**config.mk**
```make
export PLATFORM = sky130hd
export DESIGN_NAME = psc_rmul
export DESIGN_NICKNAME = d
export VERILOG_FILES = /design/src/polar_spherical_to_cartesian_unit_macros.svh /design/src/psc_pkg.sv /design/src/psc_rmul.sv
export SDC_FILE = /design/constraint.sdc
export NUM_CORES = 2
export LEC_CHECK = 0
export ABC_CLOCK_PERIOD_IN_PS = 8300
export BUFFER_PORTS_ARGS = -buffer_cell sky130_fd_sc_hd__buf_2
export CELL_PAD_IN_SITES_DETAIL_PLACEMENT = 0
export CELL_PAD_IN_SITES_GLOBAL_PLACEMENT = 1
export CORE_MARGIN = 2
export CORE_UTILIZATION = 34
export DETAILED_ROUTE_END_ITERATION = 10
export PLACE_DENSITY = 0.65
export SLEW_MARGIN = 20
export SYNTH_ARGS = -nofsm -noshare
export SYNTH_HDL_FRONTEND = slang
export SYNTH_SLANG_ARGS = --single-unit
```
**constraint.sdc**
```tcl
create_clock -name clk -period 8.3 [get_ports clk]
set_clock_uncertainty 0.2 [all_clocks]
set_input_delay 0.415 -clock clk [delete_from_list [all_inputs] [get_ports clk]]
set_output_delay 0.415 -clock clk [all_outputs]
set_load 0.05 [all_outputs]
```
**src/polar_spherical_to_cartesian_unit_macros.svh**
```systemverilog
// Assertion macros shared by the conversion unit.
`ifndef POLAR_SPHERICAL_TO_CARTESIAN_UNIT_MACROS_SVH
`define POLAR_SPHERICAL_TO_CARTESIAN_UNIT_MACROS_SVH

// Antecedent implies consequent in the same cycle.
`define PSC_ASSERT_IMPL(label, clk, rst_n, ante, cons) \
	label: assert property (@(posedge clk) disable iff (!rst_n) (ante) |-> (cons)) \
		else $error("psc assertion failed");

// Antecedent implies consequent a fixed number of cycles later.
`define PSC_ASSERT_DELAY(label, clk, rst_n, ante, cons, n) \
	label: assert property (@(posedge clk) disable iff (!rst_n) (ante) |-> ##n (cons)) \
		else $error("psc assertion failed");

`endif

```
**src/psc_pkg.sv**
```systemverilog
package psc_pkg;

	localparam int DATA_BITS_DEF   = 32;
	localparam int ANGLE_BITS_DEF  = 32;
	localparam int TRIG_STAGES_DEF = 24;

	// Sine and cosine are Q1.30 in a 32-bit signed word.
	localparam int TRIG_W  = 32;
	// Internal binary phase: 32 bits is one turn.
	localparam int PHASE_W = 32;
	// Residual angle of the rotation, with headroom.
	localparam int Z_W     = 34;

	localparam logic signed [TRIG_W-1:0] CORDIC_INV_GAIN = 32'sd652032874;

	// Arctangent of 2^-i in units of 2^-32 turn.
	function automatic logic [PHASE_W-1:0] atan_turn(input int i);
		logic [PHASE_W-1:0] v;
		case (i)
			0: v = 32'd536870912;
			1: v = 32'd316933406;
			2: v = 32'd167458907;
			3: v = 32'd85004756;
			4: v = 32'd42667331;
			5: v = 32'd21354465;
			6: v = 32'd10679838;
			7: v = 32'd5340245;
			8: v = 32'd2670163;
			9: v = 32'd1335087;
			10: v = 32'd667544;
			11: v = 32'd333772;
			12: v = 32'd166886;
			13: v = 32'd83443;
			14: v = 32'd41722;
			15: v = 32'd20861;
			16: v = 32'd10430;
			17: v = 32'd5215;
			18: v = 32'd2608;
			19: v = 32'd1304;
			20: v = 32'd652;
			21: v = 32'd326;
			22: v = 32'd163;
			23: v = 32'd81;
			24: v = 32'd41;
			25: v = 32'd20;
			26: v = 32'd10;
			27: v = 32'd5;
			28: v = 32'd3;
			29: v = 32'd1;
			30: v = 32'd1;
			default: v = '0;
		endcase
		return v;
	endfunction

endpackage

```
**src/psc_rmul.sv**
```systemverilog
module psc_rmul #(
	parameter int IN_W = 32
) (
	input  logic                              clk,
	input  logic signed [IN_W-1:0]            a,
	input  logic signed [psc_pkg::TRIG_W-1:0] t,
	output logic signed [IN_W+1:0]            res_s2
);
	import psc_pkg::*;

	localparam int P_W = IN_W + TRIG_W;
	localparam int O_W = IN_W + 2;

	logic signed [P_W-1:0] prod_s1;
	logic [P_W-1:0]        mag;
	logic [P_W-1:0]        rnd;
	logic signed [O_W-1:0] res_c;

	always_ff @(posedge clk) begin
		prod_s1 <= a * t;
	end

	// Round the magnitude half away from zero, dropping the Q1.30 scale.
	always_comb begin
		mag = prod_s1[P_W-1] ? P_W'(-prod_s1) : P_W'(prod_s1);
		rnd = (mag + (P_W'(1) << 29)) >> 30;
		res_c = prod_s1[P_W-1] ? -$signed(rnd[O_W-1:0]) : $signed(rnd[O_W-1:0]);
	end

	always_ff @(posedge clk) begin
		res_s2 <= res_c;
	end

endmodule

```
# [Word-level counts from Yosys, hierarchy flattened]
# Cells that the tools add are included.
[totals] ff_bits=98 inputBits=65 output_inout_bits=34 word_cells=8
[classes] addsub=3 n_mul=1 mux=2
[op_table] operator="64-bit by 30-bit adder with 64-bit output (second input constant)" count=1
[op_table] operator="32-bit by 32-bit multiplier with 64-bit output" count=1
[op_table] operator="64-bit 2-to-1 mux" count=1
[op_table] operator="64-bit negation" count=1
[op_table] operator="34-bit 2-to-1 mux" count=1
[op_table] operator="34-bit negation" count=1

# [Longest topological paths before layout]
[logic_depth] word_depth=5 depth_mapped=30

# [Worst setup path before layout]
# No wires, ideal clock.
[synth_timing] kind="input-to-reg" startpoint="input t[2] (netlist bit)" endpoint="register prod_s1[61]" t_arrival_ns=7.830 required_time_ns=7.973 slack_ns=0.143 path_stages=28 path_buffers=1 path_cell_list="clkbuf_1 > nand2_1 > inv_1 > fa_1 > fa_1 > fa_1 > inv_1 > fa_1 > inv_1 > fa_1 > inv_1 > fa_1 > inv_1 > fa_1 > fa_1 > ha_1 > a21o_1 > a21o_1 > a21o_1 > a21o_1 > a21o_1 > or3_1 > a211oi_1 > or4b_2 > nand2_1 > a2111oi_0 > nor3_1 > xor2_1"
[synth_between] elab_chain_len=1
[synth_lines] element="start: declaration" line="psc_rmul.sv:6" rtl="input logic signed [psc_pkg::TRIG_W-1:0] t,"
[synth_lines] element="32-bit by 32-bit multiplier with 64-bit output" line="psc_rmul.sv:20" rtl="prod_s1 <= a * t;"
[synth_lines] element="end signal: assignment" line="psc_rmul.sv:20"
[synth_lines] element="end: declaration" line="psc_rmul.sv:14" rtl="logic signed [P_W-1:0] prod_s1;"
# No other way between the ends.

# [Final worst setup path]
[layout_timing] startpoint="input a[16]" endpoint="register prod_s1[61]"
[layout_between] elab_chain_len=1
[layout_lines] element="start: declaration" line="psc_rmul.sv:5" rtl="input logic signed [IN_W-1:0] a,"
[layout_lines] element="32-bit by 32-bit multiplier with 64-bit output" line="psc_rmul.sv:20"
# No other way between the ends.

==> metrics.yaml <==
clock_network:
  cts_buffer_depth: 2
  cts_setup_buffers: 0
  cts_buffers: 9
  cts_num_sinks: 98
  cts_max_level: 3
  path_clk_slew_ns: 0.07
  cts_root_buf: "clkbuf_16"
  cts_hold_buf: 0
  post_cts_resized: 2
  cts_tree: "yes"
  clock_latency_ns: 0.37
timing:
  holdWs_ns: 0.490
  setup_viol: 0
  layout_setup_ws_ns: 0.399
  drv_slew: 0
  max-slew-margin-rel_pct: 36.2
  worst_pin_slew_ns: 0.955
  min_period_ns: 7.90
  rsz0062_at_grt: "no"
  period_share_pct: 95.2
  fmax_ghz: 0.127
  finalHoldViolations: 0
global_route:
  grt_overflow: 0
  grt_max_degree: 54
  grt_pass1_vias: 32400
  antenna_found_initial: 18
  grt_pass1_wl_um: 186000
  grt_use_total_pct: 18.9
finish:
  nets: 5946
  final_area_um2: 45800
  syn_to_final_growth_pct: 10.8
  final_layout_size_suffix_gt1_share_pct: 9.57
floorplanning:
  fp.dieArea_um2: 124000
  initial_utilization_pct: 34.4
  row_count: 127
  core_area_um2: 120000
  die_x_um: 353
  io_pins: 99
  die_h_um: 353
synth:
  ys_ff_latch: 98
  syn_area_um2: 41300
  async_flop_share_pct: 0
  syn_inst: 4453
  synth_ff_type: "dfxtp_1"
  syn_nets: 5786
  yosys_warnings: 0
  synth_edf_count: 0
  synthDistinctLibCells: 87
  ys_seq_area_share_pct: 4.75
  syn_area_per_cell_um2: 9.28
placement:
  place_ws_ns: -0.487
  hpwl_um: 99000
  globalplace.congestion: 0.862
  io_buffers: 98
  placement.cell_area_um2: 45400
setup_path:
  worst-path-buf-inv: 5
  cp_max_fo: 10
  crit_top_cell: "fa_1"
  startpoint_type: "primary input"
  cp-startpoint: "a[16]"
  cp_top_family: "adder cells"
  r2r_slack_ns: 2.68
  crit_cells: 27
  critical_path_arrival_ns: 8.00
  slowest_stage: "or4b_2"
  regToRegStartpoint: "prod_s1[22]"
  worst_setup_path_end_kind: "flop"
  max_stage_delay_ns: 0.68
  crit_type: "primary input to flop"
  rr_worst_depth: 12
  crit_required_ns: 8.40
status:
  status: "complete, no violations"
routing:
  via_per_inst: 4.68
  num_vias: 29200
  detail_route.wirelength_um: 112000
  initialDrtViolationCount: 1591
  firstDrtPassIters: 5
  post_drt_wl_per_cell_um: 17.9
  drc: 0
  ant_nets: 0
worst_hold_path:
  worstHoldPathCells: 2
  hold_class: "flop to flop"
  min_from: "prod_s1[47]"
job:
  maxCapViolCount: 0
[sequential cells by signal (all words and copies together), names as in the netlist]
name,count
res_s2,34
prod_s1,64
[metal layers]
| layer | GRT usage [%] | up-vias | wire (um) |
|---|---|---|---|
| li1 | - | 13400 | - |
| met4 | 2.59 | 10 | 1170 |
| met2 | 30.4 | 554 | 51000 |
| met3 | 2.57 | 59 | 5160 |
| met1 | 27.7 | 15200 | 54400 |
| met5 | 0 | - | 56 |
[cell usage in the layout, fill, tap and decap left out, drive strengths merged, types with 52 or more instances in the layout]
master / count
fa: 1082
inv: 988
nand2: 559
and2: 519
buf: 377
ha: 186
xnor2: 110
dfxtp: 98
nor2: 86
a21oi: 73
o21ai: 67
a21o: 52
[worst paths after layout]
| kind | to |
|---|---|
| worst max-delay path | prod_s1[61] |
| worst min-delay path | res_s2[17] |
| worst max register to register | res_s2[19] |
| worst min register to register | res_s2[17] |
[cell families (layout without fill, tap and decap cells)]
family	Yosys count	after routing	share of synthesized area, %
AND/OR/NAND/NOR	1380	1380	17.2
adder cells (fa/ha/maj)	1268	1268	58.1
buffers and inverters	1222	1387	11.1
AO/OA/AOI/OAI	318	318	5.18
XOR/XNOR	157	157	3.38
flip-flops	98	98	4.75
multiplexers	10	10	0.254
other	0	5	0
[Yosys cell counts (6+ instances only)]
cell | n | area share [%]
fa_1 | 1082 | 52
o31ai_1 | 12 | 0.22
ha_1 | 186 | 5.6
or2_2 | 7 | 0.11
nor2_1 | 86 | 0.78
inv_1 | 984 | 8.9
nor3_1 | 29 | 0.35
xnor2_1 | 109 | 2.3
xor2_1 | 46 | 0.97
o41ai_1 | 6 | 0.13
nand2_1 | 559 | 5.1
o21ai_0 | 62 | 0.75
a21oi_1 | 73 | 0.88
mux2i_1 | 6 | 0.15
a21o_1 | 52 | 0.94
and2_1 | 518 | 7.8
dfxtp_1 | 98 | 4.7
or3_1 | 15 | 0.23
nand3_1 | 29 | 0.35
nand2b_1 | 29 | 0.44
nor4_2 | 8 | 0.24
clkbuf_1 | 225 | 2.0
nand4_1 | 20 | 0.30
o21a_1 | 8 | 0.15
a31oi_1 | 10 | 0.15
and3_1 | 20 | 0.30
buf_2 | 6 | 0.073
nor4_1 | 12 | 0.18
o211ai_1 | 8 | 0.15
o21bai_1 | 14 | 0.25
o2111ai_1 | 7 | 0.15
a211oi_1 | 11 | 0.20
nor2b_1 | 10 | 0.15
[through the flow]
step                      cells  TNS, ns  utilization (%)
after floorplan            4453        0                -
after global placement     6214    -1.87             37.8
after detailed placement   6214    -2.76             37.8
after CTS                  6230        0             38.0
after global routing       6233        0             38.1
final                      6235        0             38.1
[area by class of cell]
cell class | instances | area, um2
clock buffer | 9 | 225
sequential | 98 | 1960
clock inverter | 7 | 83.8
multi-input combinational | 3133 | 34800
antenna | 5 | 12.5
tap | 1612 | 2020
timing repair buffer | 386 | 3020
inverter | 985 | 3700
fill | 12200 | 74500
[tightest hold or removal path: cells and delay by family, from the launching register on]
family / cells / cell delay, ns
flops: 1 / 0.37
xor+xnor: 2 / 0.29
Power is not shown: default switching activity piles up to over one toggle a cycle in this logic, so the estimate is an artifact.
